===== src/hw/rtl/htld_pkg.sv =====
// Package for the Huffman tree load and decode block.
// Holds sizes, command, kind and phase codes, and the structs shared by the modules.
package htld_pkg;

    localparam int INTERNAL_NODES = 256;
    localparam int NODE_BASE      = 256;
    localparam int NODE_W         = 9;
    localparam int CT_DEPTH       = 512;
    localparam int CT_AW          = $clog2(CT_DEPTH);
    localparam int ST_DEPTH       = INTERNAL_NODES;
    localparam int ST_AW          = (INTERNAL_NODES > 1) ? $clog2(INTERNAL_NODES) : 1;
    localparam int NCNT_W         = $clog2(INTERNAL_NODES + 1);
    localparam int LEN_W          = 24;
    localparam int BYTE_W         = 8;
    localparam int LEAF_CNT_W     = 3;

    localparam logic [1:0] CMD_RESTART = 2'd0;
    localparam logic [1:0] CMD_TREE    = 2'd1;
    localparam logic [1:0] CMD_DECODE  = 2'd2;

    localparam logic [1:0] KIND_BYTE     = 2'd0;
    localparam logic [1:0] KIND_LOADED   = 2'd1;
    localparam logic [1:0] KIND_OVERFLOW = 2'd2;

    localparam logic [1:0] PH_FLAG  = 2'd0;
    localparam logic [1:0] PH_LEAF  = 2'd1;
    localparam logic [1:0] PH_DONE  = 2'd2;
    localparam logic [1:0] PH_ERROR = 2'd3;

    typedef struct packed {
        logic [1:0] command;
        logic       bit_req;
    } t_item;

    typedef struct packed {
        logic              ct_we;
        logic [CT_AW-1:0]  ct_waddr;
        logic [NODE_W-1:0] ct_wdata;
        logic [CT_AW-1:0]  ct_raddr;
        logic              st_we;
        logic [ST_AW-1:0]  st_waddr;
        logic [NODE_W-1:0] st_wdata;
        logic [ST_AW-1:0]  st_raddr;
    } t_mem_req;

    typedef struct packed {
        logic              valid;
        logic [1:0]        kind;
        logic [BYTE_W-1:0] value;
        logic              last;
    } t_result;

endpackage


===== src/hw/rtl/htld_engine.sv =====
// Tree loader and decode walker: state registers, memory addressing and result forming.
// Depends on htld_pkg; reads and writes the child table and load stack RAMs.
module htld_engine
    import htld_pkg::*;
(
    input  logic              i_clk,
    input  logic              i_rst_n,
    input  t_item             i_item,
    input  logic              i_commit,
    input  logic [LEN_W-1:0]  i_output_length,
    input  logic [NODE_W-1:0] i_ct_rdata,
    input  logic [NODE_W-1:0] i_st_rdata,
    output t_mem_req          o_req,
    output t_result           o_result
);

    logic [NCNT_W-1:0]     r_depth,     n_depth;
    logic [NCNT_W-1:0]     r_nodes,     n_nodes;
    logic [BYTE_W-1:0]     r_shift,     n_shift;
    logic [LEAF_CNT_W-1:0] r_leaf_cnt,  n_leaf_cnt;
    logic [1:0]            r_phase,     n_phase;
    logic [NODE_W-1:0]     r_root,      n_root;
    logic [NODE_W-1:0]     r_cur,       n_cur;
    logic [LEN_W-1:0]      r_count,     n_count;
    logic                  r_slot_root, n_slot_root;
    logic [BYTE_W-1:0]     r_slot_node, n_slot_node;
    logic                  r_slot_side, n_slot_side;

    logic              fill_en;
    logic [NODE_W-1:0] fill_v;
    logic [NODE_W-1:0] new_node;
    logic [BYTE_W-1:0] leaf_byte;
    logic [NCNT_W-1:0] depth_dec;
    logic [NODE_W-1:0] next_node;

    assign new_node  = NODE_W'(NODE_BASE) + NODE_W'(r_nodes);
    assign leaf_byte = {r_shift[BYTE_W-2:0], i_item.bit_req};
    assign depth_dec = r_depth - NCNT_W'(1);
    assign next_node = (r_root < NODE_W'(NODE_BASE)) ? r_root : i_ct_rdata;

    always_comb begin
        n_depth     = r_depth;
        n_nodes     = r_nodes;
        n_shift     = r_shift;
        n_leaf_cnt  = r_leaf_cnt;
        n_phase     = r_phase;
        n_root      = r_root;
        n_cur       = r_cur;
        n_count     = r_count;
        n_slot_root = r_slot_root;
        n_slot_node = r_slot_node;
        n_slot_side = r_slot_side;
        fill_en     = 1'b0;
        fill_v      = '0;
        o_result    = '0;
        o_req       = '0;
        o_req.ct_raddr = {i_item.bit_req, r_cur[BYTE_W-1:0]};
        o_req.st_raddr = depth_dec[ST_AW-1:0];

        unique case (i_item.command)
            CMD_RESTART: begin
                n_depth     = '0;
                n_nodes     = '0;
                n_shift     = '0;
                n_leaf_cnt  = '0;
                n_phase     = PH_FLAG;
                n_root      = '0;
                n_cur       = '0;
                n_count     = '0;
                n_slot_root = 1'b1;
                n_slot_node = '0;
                n_slot_side = 1'b0;
            end
            CMD_TREE: begin
                if (r_phase == PH_FLAG) begin
                    if (!i_item.bit_req) begin
                        n_phase    = PH_LEAF;
                        n_shift    = '0;
                        n_leaf_cnt = '0;
                    end else if (32'(r_nodes) >= INTERNAL_NODES) begin
                        n_phase         = PH_ERROR;
                        o_result.valid  = 1'b1;
                        o_result.kind   = KIND_OVERFLOW;
                    end else begin
                        n_nodes        = r_nodes + NCNT_W'(1);
                        fill_en        = 1'b1;
                        fill_v         = new_node;
                        o_req.st_we    = 1'b1;
                        o_req.st_waddr = r_depth[ST_AW-1:0];
                        o_req.st_wdata = new_node;
                        n_depth        = r_depth + NCNT_W'(1);
                        n_slot_root    = 1'b0;
                        n_slot_node    = new_node[BYTE_W-1:0];
                        n_slot_side    = 1'b0;
                    end
                end else if (r_phase == PH_LEAF) begin
                    n_shift    = leaf_byte;
                    n_leaf_cnt = r_leaf_cnt + LEAF_CNT_W'(1);
                    if (r_leaf_cnt == '1) begin
                        fill_en = 1'b1;
                        fill_v  = {1'b0, leaf_byte};
                        if (r_depth == '0) begin
                            n_phase        = PH_DONE;
                            n_cur          = r_slot_root ? {1'b0, leaf_byte} : r_root;
                            o_result.valid = 1'b1;
                            o_result.kind  = KIND_LOADED;
                        end else begin
                            n_depth     = depth_dec;
                            n_slot_root = 1'b0;
                            n_slot_node = i_st_rdata[BYTE_W-1:0];
                            n_slot_side = 1'b1;
                            n_phase     = PH_FLAG;
                        end
                    end
                end
            end
            CMD_DECODE: begin
                if (r_phase == PH_DONE && r_count < i_output_length) begin
                    if (next_node >= NODE_W'(NODE_BASE)) begin
                        n_cur = next_node;
                    end else begin
                        n_cur          = r_root;
                        n_count        = r_count + LEN_W'(1);
                        o_result.valid = 1'b1;
                        o_result.kind  = KIND_BYTE;
                        o_result.value = next_node[BYTE_W-1:0];
                        o_result.last  = (n_count == i_output_length);
                    end
                end
            end
            default: begin
            end
        endcase

        if (fill_en) begin
            if (r_slot_root) begin
                n_root = fill_v;
            end else begin
                o_req.ct_we    = 1'b1;
                o_req.ct_waddr = {r_slot_side, r_slot_node};
                o_req.ct_wdata = fill_v;
            end
        end

        o_req.ct_we    = o_req.ct_we & i_commit;
        o_req.st_we    = o_req.st_we & i_commit;
        o_result.valid = o_result.valid & i_commit;
    end

    always_ff @(posedge i_clk) begin
        if (!i_rst_n) begin
            r_depth     <= '0;
            r_nodes     <= '0;
            r_shift     <= '0;
            r_leaf_cnt  <= '0;
            r_phase     <= PH_FLAG;
            r_root      <= '0;
            r_cur       <= '0;
            r_count     <= '0;
            r_slot_root <= 1'b1;
            r_slot_node <= '0;
            r_slot_side <= 1'b0;
        end else if (i_commit) begin
            r_depth     <= n_depth;
            r_nodes     <= n_nodes;
            r_shift     <= n_shift;
            r_leaf_cnt  <= n_leaf_cnt;
            r_phase     <= n_phase;
            r_root      <= n_root;
            r_cur       <= n_cur;
            r_count     <= n_count;
            r_slot_root <= n_slot_root;
            r_slot_node <= n_slot_node;
            r_slot_side <= n_slot_side;
        end
    end

endmodule


===== config.mk =====
export PLATFORM = sky130hd
export DESIGN_NAME = htld_engine
export DESIGN_NICKNAME = d
export VERILOG_FILES = /design/src/hw/rtl/htld_pkg.sv /design/src/hw/rtl/htld_engine.sv
export SDC_FILE = /design/constraint.sdc
export NUM_CORES = 1
export LEC_CHECK = 0
export ABC_AREA = 1
export ABC_CLOCK_PERIOD_IN_PS = 1950
export BUFFER_PORTS_ARGS = -buffer_cell sky130_fd_sc_hd__buf_2
export CAP_MARGIN = 20
export CORE_MARGIN = 2
export CORE_UTILIZATION = 40
export CTS_BUF_LIST = sky130_fd_sc_hd__clkbuf_8
export DETAILED_ROUTE_END_ITERATION = 16
export GPL_TIMING_DRIVEN = 0
export HOLD_SLACK_MARGIN = 0.15
export PLACE_DENSITY_LB_ADDON = 0.12
export SKIP_LAST_GASP = 1
export SYNTH_ARGS = -nofsm -noshare
export SYNTH_HDL_FRONTEND = slang
export SYNTH_SLANG_ARGS = --single-unit

===== constraint.sdc =====
create_clock -name i_clk -period 1.95 [get_ports i_clk]
set_input_delay 0.2925 -clock i_clk [delete_from_list [all_inputs] [get_ports i_clk]]
set_output_delay 0.2925 -clock i_clk [all_outputs]
set_load 0.02 [all_outputs]

==> results of run 1 <==
## cell families after synthesis
group / synth area share, %
xor+xnor: 3.06
simple gates: 35.3
fa+ha+maj: 7.25
compound gates: 17.9
flops: 26.1
buf+inv: 10.4
## cell usage in the layout, fill, tap and decap left out, drive strengths merged, types with 2 or more instances in the layout
cell         count
xnor2            4
ha              36
o21ai           63
a21oi          107
buf            191
dlygate4sd3      8
a21o             2
nand4           21
xnor3            3
nor2           172
nand2          221
inv            131
o211ai           3
o21bai           2
a22oi            9
clkbuf          24
clkinvlp         2
xor2            10
nor4             3
nand3           50
or2             11
nor3            12
a31oi           10
dfxtp           81
clkinv           5
## area by class of cell
| type | instances | area [um^2] |
|---|---|---|
| sequential | 81 | 1690 |
| clock buffer | 9 | 124 |
| tap | 188 | 235 |
| timing repair inverter | 1 | 11.3 |
| clock inverter | 7 | 71.3 |
| buffer | 28 | 199 |
| timing repair buffer | 186 | 1540 |
| multi-input combinational | 746 | 4910 |
| inverter | 131 | 534 |
| fill | 1401 | 5880 |
## registers in the layout (all words and copies together), names as in the netlist
name / count
r_nodes: 9
r_slot_node: 8
r_slot_side: 1
r_count: 24
r_cur: 8
r_slot_root: 1
r_root: 9
r_shift: 7
r_leaf_cnt: 3
r_phase: 2
r_depth: 9
## power groups by stage
| stage | registers, W | logic [W] | clock network [W] |
|---|---|---|---|
| 2_1_floorplan | 0.00181 | 0.000580 | 0 |
| 3_3_place_gp | 0.00182 | 0.000861 | 0 |
| 5_1_grt | 0.00180 | 0.00138 | 0.00139 |
| 3_5_place_dp | 0.00182 | 0.000858 | 0 |
| 4_1_cts | 0.00178 | 0.000966 | 0.00132 |
| 6_report | 0.00179 | 0.00126 | 0.00129 |
## metal layers
| layer | wire length, um | track usage, % | vias up |
|---|---|---|---|
| li1 | - | - | 3603 |
| met1 | 9240 | 31.0 | 3248 |
| met2 | 10200 | 41.0 | 191 |
| met3 | 1100 | 4.20 | 43 |
| met4 | 527 | 7.80 | 0 |
| met5 | 0 | 0 | - |
## synthesized netlist by cell type, types with 6 or more instances
cell type,instances,area [um^2]
a21oi_1,99,495
a21oi_2,8,70.1
a22oi_1,8,60.1
a31oi_1,10,62.6
buf_2,10,50.1
clkbuf_1,16,60.1
dfxtp_1,81,1620
ha_1,36,450
inv_1,121,454
nand2_1,205,769
nand2_2,14,87.6
nand3_1,47,235
nand4_1,20,125
nor2_1,160,601
nor2_4,10,113
nor3_1,10,50.1
o21ai_0,55,275
o21ai_1,6,30.0
or2_2,9,56.3
xor2_1,10,87.6
## worst max-delay path, cell delays in order, from the launching register on
cell and delay [ns]:
dfxtp_4 0.39, buf_4 0.11, nand2_1 0.07, nor2_4 0.19, nand2_2 0.12, nor2_4 0.16
nand2_1 0.09, o21ai_0 0.15, nand2_1 0.12, xor2_2 0.18, nand3_2 0.11, nor2_4 0.12
buf_6 0.12
## through the flow
step | setup TNS (ns) | instance area (um^2)
finish | -18.87 | 9320
global route | -27.01 | 9320
CTS | -19.46 | 7940
detailed placement | -27.05 | 7050
global placement | -27.51 | 7050
floorplan | -0.773 | 6260
## what timing repair did
action | in CTS | in global routing
gates cloned | 1 | 3
pin swaps | 18 | 31
endpoints found under the hold margin | 8 | 0
hold buffers | 8 | 0
resized for setup | 111 | 302
setup endpoints to repair | 94 | 117
setup buffers | 28 | 37
## worst paths after layout
kind	startpoint	to	slack (ns)
setup reg to reg	r_count[14]	r_count[18]	-0.26
hold / removal	i_item[0]	r_shift[0]	0.30
hold reg to reg	r_cur[3]	r_cur[3]	0.47
setup / recovery	r_count[1]	o_result[0]	-0.65
==> out/results.ini, run 1 <==
[setup_path]
cp.required_ns = 1.66
reg2regPathDepth = 14
path_max_fanout = 6
arrival_ns = 2.31
end_kind = output pin
worstSetupStartpointType = flip-flop
crit_type = flip-flop to output pin

[logic_synthesis]
ys_async_sr_fraction_pct = 0
synth-seq-cells = 81
synth_seq_area_share_pct = 26.1
synth_fp_nets = 1073
synthCells = 989
synth-edff-count = 0
yosysWarnings = 0
synth.distinct_cells = 49
netlist_area_mm2 = 0.00621
syn_avg_cell_area_um2 = 6.28
synth_flop_cell = dfxtp_1

[min_path]
hold_depth = 3
hp-class = input port to flip-flop

[sta]
finalSetupViolCount = 77
fin_skew_ns = 0.0103
fmax_mhz = 385
post-route-min-period_ns = 2.60
final_hold_viol_count = 0
fin_ws_ns = -0.649
fin_hold_ws_ns = 0.300
rsz0062_at_grt = yes
finalCritPeriodShare_pct = 133
max_slew.worst_pin.slew_ns = 0.768
slew-limit-headroom_pct = 48.8
drv_slew = 0

[die]
die_width_um = 129
num_rows = 45
dieArea_mm2 = 0.0165
core_area_mm2 = 0.0152
chipHeight_um = 129
io_pins = 114
start_util_pct = 40.9

[pwr]
p_int_w = 0.00283
net-switching-power_w = 0.00151
power_density_mw_per_mm2 = 465
swShare_pct = 34.8
leakage_nw = 3.91
irDropWorstVdd_mv = 0.407
p_seq_share_pct = 41.2
power_w = 0.00433
clkPwrFrac_pct = 29.7
pwr-share-comb_pct = 29.0

[drt]
vias = 7085
firstDrtPassIters = 4
drcViolationCount = 0
postRouteAntennaNets = 0
wirelength_mm = 21.1
viasPerCell = 5.15
wl_per_cell_um = 15.3
drt_iter0_drc = 442

[cts]
numCtsBuffers = 9
clk_path_buf_depth = 2
cts_root_buf = clkbuf_8
clock_latency_ns = 0.38
path_clk_slew_ns = 0.09
clock-sinks = 81
htree_levels = 3
cts_tree = done

[final_layout]
fin_util_pct = 61.3
diodes = 0
syn_to_final_growth_pct = 50.0
drive_above_1_share_pct = 37.7
layout.nets = 1268
finalNonFillerCells = 1377

[grt]
grt_pass1_wl_mm = 31.5
grtUsageTotal_pct = 24.0
grt_antenna_before_repair = 0
overflow = 0
grt_pass1_vias = 6367
grt_max_degree = 15

[placed_design]
dpl.hpwl_mm = 14.9
placed_cells = 1288
dp_slack_ns = -0.668
place.gp.congestion = 0.903
numPortBuffers = 111

[run_status]
violations = setup timing
status = finished with violations

[job]
maxCapViolCount = 0

Note: power is estimated with default switching activity, not from simulation.
==> inputs of run 2 (changes only) <==
- BUFFER_PORTS_ARGS: -buffer_cell sky130_fd_sc_hd__buf_2 -> -buffer_cell sky130_fd_sc_hd__buf_4
- CELL_PAD_IN_SITES_DETAIL_PLACEMENT: not set -> 0
- CELL_PAD_IN_SITES_GLOBAL_PLACEMENT: not set -> 1
- CORE_UTILIZATION: 40 -> 36
==> run 2 against run 1 <==
Against the previous run:
- the flow still finishes with violations (setup timing)
- highest routed layer unchanged
- routed wire length rose by 7.6%
- global-route usage up 0.75 points
- core utilization is 4.1 points lower
- worst hold slack got worse by 0.025 ns
- clock skew is 0.00081 ns lower
==> out/results.ini, run 2 (synthesis results as in run 1) <==
[setup_path]
end_kind = output pin
arrival_ns = 2.35
cp.required_ns = 1.66
path_max_fanout = 6
worstSetupStartpointType = flip-flop
regToRegSetupSlack_ns = -0.15
crit_type = flip-flop to output pin

[sta]
slew-limit-headroom_pct = 43.0
finalSetupViolCount = 63
rsz0062_at_grt = yes
fin_skew_ns = 0.00951
drv_slew = 0
fmax_mhz = 378
max_slew.worst_pin.slew_ns = 0.855
post-route-min-period_ns = 2.64
fin_ws_ns = -0.693
finalCritPeriodShare_pct = 136
final_hold_viol_count = 0

[final_layout]
largest_reg_flops = 24
top_register = r_count
postLayoutCellArea_mm2 = 0.00976
fin_util_pct = 57.2
diodes = 0
finalNonFillerCells = 1418
drive_above_1_share_pct = 40.2
seqCellArea_mm2 = 0.00171
multiInputGateArea_mm2 = 0.00508
final_common_cell = nand2_1
final_cell_mix = 183 x nand2_1, 122 x buf_4, 113 x inv_1, 102 x nor2_1, 82 x a21oi_1
syn_to_final_growth_pct = 57.1
fillers = 1692
layout.nets = 1272

[drt]
met2_length_mm = 12.0
drt_iter0_drc = 294
wl_met3_um = 850
vias = 7062
wl_met1_mm = 9.24
postRouteAntennaNets = 0
top_layer = met4
viasPerCell = 4.98
drcViolationCount = 0
firstDrtPassIters = 5
wl_per_cell_um = 16.0
wirelength_mm = 22.7

[grt]
grt_pass1_vias = 6972
grt_pass1_wl_mm = 35.5
grtUsageTotal_pct = 24.8
grt_antenna_before_repair = 0
overflow = 0
grt_max_degree = 16

[die]
io_pins = 114
core_area_mm2 = 0.0171
num_rows = 48
chipHeight_um = 135
start_util_pct = 36.4
dieArea_mm2 = 0.0183
die_width_um = 135

[cts]
numCtsBuffers = 9
cts_tree = done
cts_root_buf = clkbuf_8
path_clk_slew_ns = 0.10
clock-sinks = 81
htree_levels = 3
clock_latency_ns = 0.39
clk_path_buf_depth = 2

[pwr]
power_density_mw_per_mm2 = 448
p_int_w = 0.00278
pwr-share-comb_pct = 30.3
swShare_pct = 36.4
net-switching-power_w = 0.00159
clkPwrFrac_pct = 28.9
leakage_nw = 3.98
irDropWorstVdd_mv = 0.344
p_seq_share_pct = 40.8

[run_status]
status = finished with violations
violations = setup timing

[placed_design]
dp_slack_ns = -0.698
numPortBuffers = 111
dpl.hpwl_mm = 16.1
placed_cells = 1325
place.gp.congestion = 0.846
dpl_cell_area_mm2 = 0.00737

[job]
maxCapViolCount = 0

[min_path]
hp-class = input port to flip-flop

-- run 2: cell count changes in the layout (fill, tap and decap cells not counted), moves of 8 or more --
cell     previous run  this run
buf_4              65       122
nand2_1           191       183
buf_2              67         6
nand2_2            20        30
nor2_4             47        55
-- run 2: final timing paths --
path                     from          end  depth (start not counted)
hold reg to reg     r_root[0]    r_root[0]                          2
hold / removal      i_item[0]   r_shift[0]                          3
setup / recovery   r_count[1]  o_result[0]                         13
setup reg to reg  r_count[14]   r_count[1]                         13
-- run 2: area by class of cell --
class,count,area share [%]
Timing Repair inverter,3,0.359
Multi-Input combinational cell,746,52.0
Buffer,28,2.01
Inverter,131,5.42
Clock inverter,6,0.500
Timing Repair Buffer,188,17.8
Clock buffer,10,1.41
Tap cell,225,2.88
Sequential cell,81,17.6
-- run 2: power groups by stage --
stage               clock (W)  sequential [W]  combinational, W
floorplan                   0         0.00181          0.000580
global placement            0         0.00182          0.000925
detailed placement          0         0.00182          0.000921
CTS                   0.00128         0.00178           0.00117
global route          0.00135         0.00179           0.00145
finish                0.00126         0.00178           0.00133
-- run 2: stage by stage --
| stage | hold slack, ns | TNS [ns] | total power (W) |
|---|---|---|---|
| 6_report | 0.276 | -13.74 | 0.00437 |
| 5_1_grt | 0.277 | -20.89 | 0.00458 |
| 4_1_cts | 0.265 | -17.15 | 0.00423 |
| 3_5_place_dp | 0.457 | -27.55 | 0.00274 |
| 3_3_place_gp | 0.453 | -28.54 | 0.00275 |
| 2_1_floorplan | 0.429 | -0.773 | 0.00239 |
-- run 2: what timing repair did --
action | in CTS | in global routing
hold endpoints to repair | 8 | 0
cloned | 6 | 1
setup buffers | 53 | 15
pin swaps | 51 | 53
gates resized for setup | 274 | 144
hold buffers | 8 | 0
setup endpoints to repair | 98 | 115
-- run 2: layer usage --
metal	GRT usage, %	vias to the layer above
met2	46.1	141
met4	8.33	0
met5	0	-
met1	28.4	3267
met3	4.60	36
li1	-	3618
-- run 2: worst max-delay path, cell delays in order (launching register included) --
cell and delay [ns]:
dfxtp_4 0.40, ha_4 0.17, nand3_4 0.10, nor2_4 0.26, buf_4 0.18, xor2_1 0.19, nand2_1 0.08, nand2_1 0.09
nor2_1 0.05, nand2_1 0.11, nor2_1 0.05, nand3_1 0.11, nor2_4 0.04, buf_6 0.12
==> inputs of run 3 (changes only) <==
- CORE_UTILIZATION: 36 -> 30
- RECOVER_POWER: not set -> 50
==> run 3 against run 2 <==
Against the previous run:
- the flow still finishes with violations (setup timing)
- routed wire length increased by 3.1%
- fmax increased by 1.1%
- setup slack improved by 0.028 ns
- power increased by 1.0%
- final area decreased by 1.5%
- sequential cell count unchanged
- count of clock-buffer cells in the layout decreased by 1
- critical path depth unchanged
- register-to-register slack got worse by 0.34 ns
- first-iteration DRC count increased by 6.8%
==> out/results.ini, run 3 (synthesis results as in run 1) <==
[run_status]
status = finished with violations
violations = setup timing

[drt]
wl_met1_mm = 11.4
viasPerCell = 4.79
wirelength_mm = 23.4
top_layer = met4
vias = 7034
drt_iter0_drc = 314
drcViolationCount = 0
firstDrtPassIters = 5
postRouteAntennaNets = 0
wl_per_cell_um = 15.9
wl_met3_um = 992
met2_length_mm = 10.7

[die]
num_rows = 52
chipHeight_um = 148
start_util_pct = 30.6
io_pins = 114
die_width_um = 148
dieArea_mm2 = 0.0219
core_area_mm2 = 0.0203

[setup_path]
arrival_ns = 2.32
reg2regPathDepth = 16
end_kind = output pin
worstSetupStartpointType = flip-flop
cp_num_cells = 13
crit_family = simple AND/OR/NAND/NOR gates
crit_slowest_cell = dfxtp_4
slowest_delay_ns = 0.40
cp_common_cell = nor2_4
cp_num_buf_inv = 2
crit_type = flip-flop to output pin
path_max_fanout = 5
worstPathCellList = ha_4, nand3_4, nor2_4, buf_12, nand4_1, o21bai_2, nand2_1, nand2_1, nand2_2, nor2_4, nand3_2, nor2_4, buf_6
cp.required_ns = 1.66

[min_path]
hp-class = input port to flip-flop
hold_depth = 4

[grt]
grtUsageTotal_pct = 21.2
grt_pass1_vias = 6782
grt_antenna_before_repair = 0
overflow = 0
grt_max_degree = 19
grt_pass1_wl_mm = 36.4

[sta]
max_slew.worst_pin.slew_ns = 0.764
drv_slew = 0
finalCritPeriodShare_pct = 134
final_hold_viol_count = 0
fin_skew_ns = 0.0180
slew-limit-headroom_pct = 49.1
fin_ws_ns = -0.665
post-route-min-period_ns = 2.62
setup-tns-final_ns = -35.50
finalSetupViolCount = 106
rsz0062_at_grt = yes
fmax_mhz = 382

[final_layout]
final_cell_mix = 187 x nand2_1, 124 x buf_4, 112 x inv_1, 103 x nor2_1, 86 x a21oi_1
final_common_cell = nand2_1
top_register = r_count
fin_util_pct = 47.4
largest_reg_flops = 24
drive_above_1_share_pct = 37.3
postLayoutCellArea_mm2 = 0.00962
layout.nets = 1279
fillers = 2119
diodes = 0
syn_to_final_growth_pct = 54.8
finalNonFillerCells = 1470

[cts]
numCtsBuffers = 9
path_clk_slew_ns = 0.11
cts_tree = done
clock_latency_ns = 0.40
clk_path_buf_depth = 2
htree_levels = 3
cts_root_buf = clkbuf_8
clock-sinks = 81

[pwr]
irDropWorstVdd_mv = 0.276
leakage_nw = 3.92
power_density_mw_per_mm2 = 459

[placed_design]
dpl.hpwl_mm = 16.8
place.gp.congestion = 0.811
numPortBuffers = 111
placed_cells = 1370
dpl_cell_area_mm2 = 0.00743

[job]
maxCapViolCount = 0

run 3: path summary, 6_finish.rpt:
kind / start / endpoint / slack, ns
min reg2reg: r_root[4] / r_root[4] / 0.47
min: i_commit / r_root[8] / 0.30
max reg2reg: r_count[1] / r_count[18] / -0.49
max: r_count[1] / o_result[0] / -0.67
run 3: repair_timing:
| item | in CTS | in global routing |
|---|---|---|
| hold buffers | 8 | 0 |
| pin swaps | 51 | 48 |
| resized for setup | 213 | 157 |
| hold endpoints to repair | 8 | 0 |
| setup endpoints to repair | 100 | 117 |
| cloned | 4 | 3 |
| buffers inserted | 56 | 22 |
run 3: where the power goes:
group          internal [W]  switching, W
registers           0.00170     0.0000744
logic              0.000549      0.000752
clock network      0.000515      0.000824
total               0.00277       0.00165
run 3: routing by layer:
layer,track usage [%],vias to the layer above
li1,-,3638
met1,29.5,3233
met2,34.0,148
met3,4.32,15
met4,4.43,0
met5,0,-
run 3: area by class of cell:
cell class,instances,area [um^2],share of cell area [%]
buffer,29,214,2.22
timing repair buffer,194,1700,17.7
tap,270,338,3.51
timing repair inverter,2,16.3,0.169
clock inverter,7,76.3,0.794
multi-input combinational,747,4910,51.1
sequential,81,1710,17.8
clock buffer,9,124,1.29
inverter,131,531,5.52
run 3: worst register-to-register path, delay by kind of cell (launching register included):
family,cells,cell delay (ns)
flip-flops,1,0.40
AND/OR/NAND/NOR,6,0.67
AO/OA/AOI/OAI,1,0.10
adder cells (fa/ha/maj),1,0.18
buffers and inverters,8,0.99
run 3: stage by stage:
step | power (W) | hold WS, ns | setup slack (ns)
final | 0.00442 | 0.302 | -0.665
after global routing | 0.00466 | 0.338 | -0.816
after CTS | 0.00432 | 0.254 | -0.633
after detailed placement | 0.00276 | 0.457 | -0.783
after global placement | 0.00277 | 0.455 | -0.811
after floorplan | 0.00239 | 0.429 | -0.0620
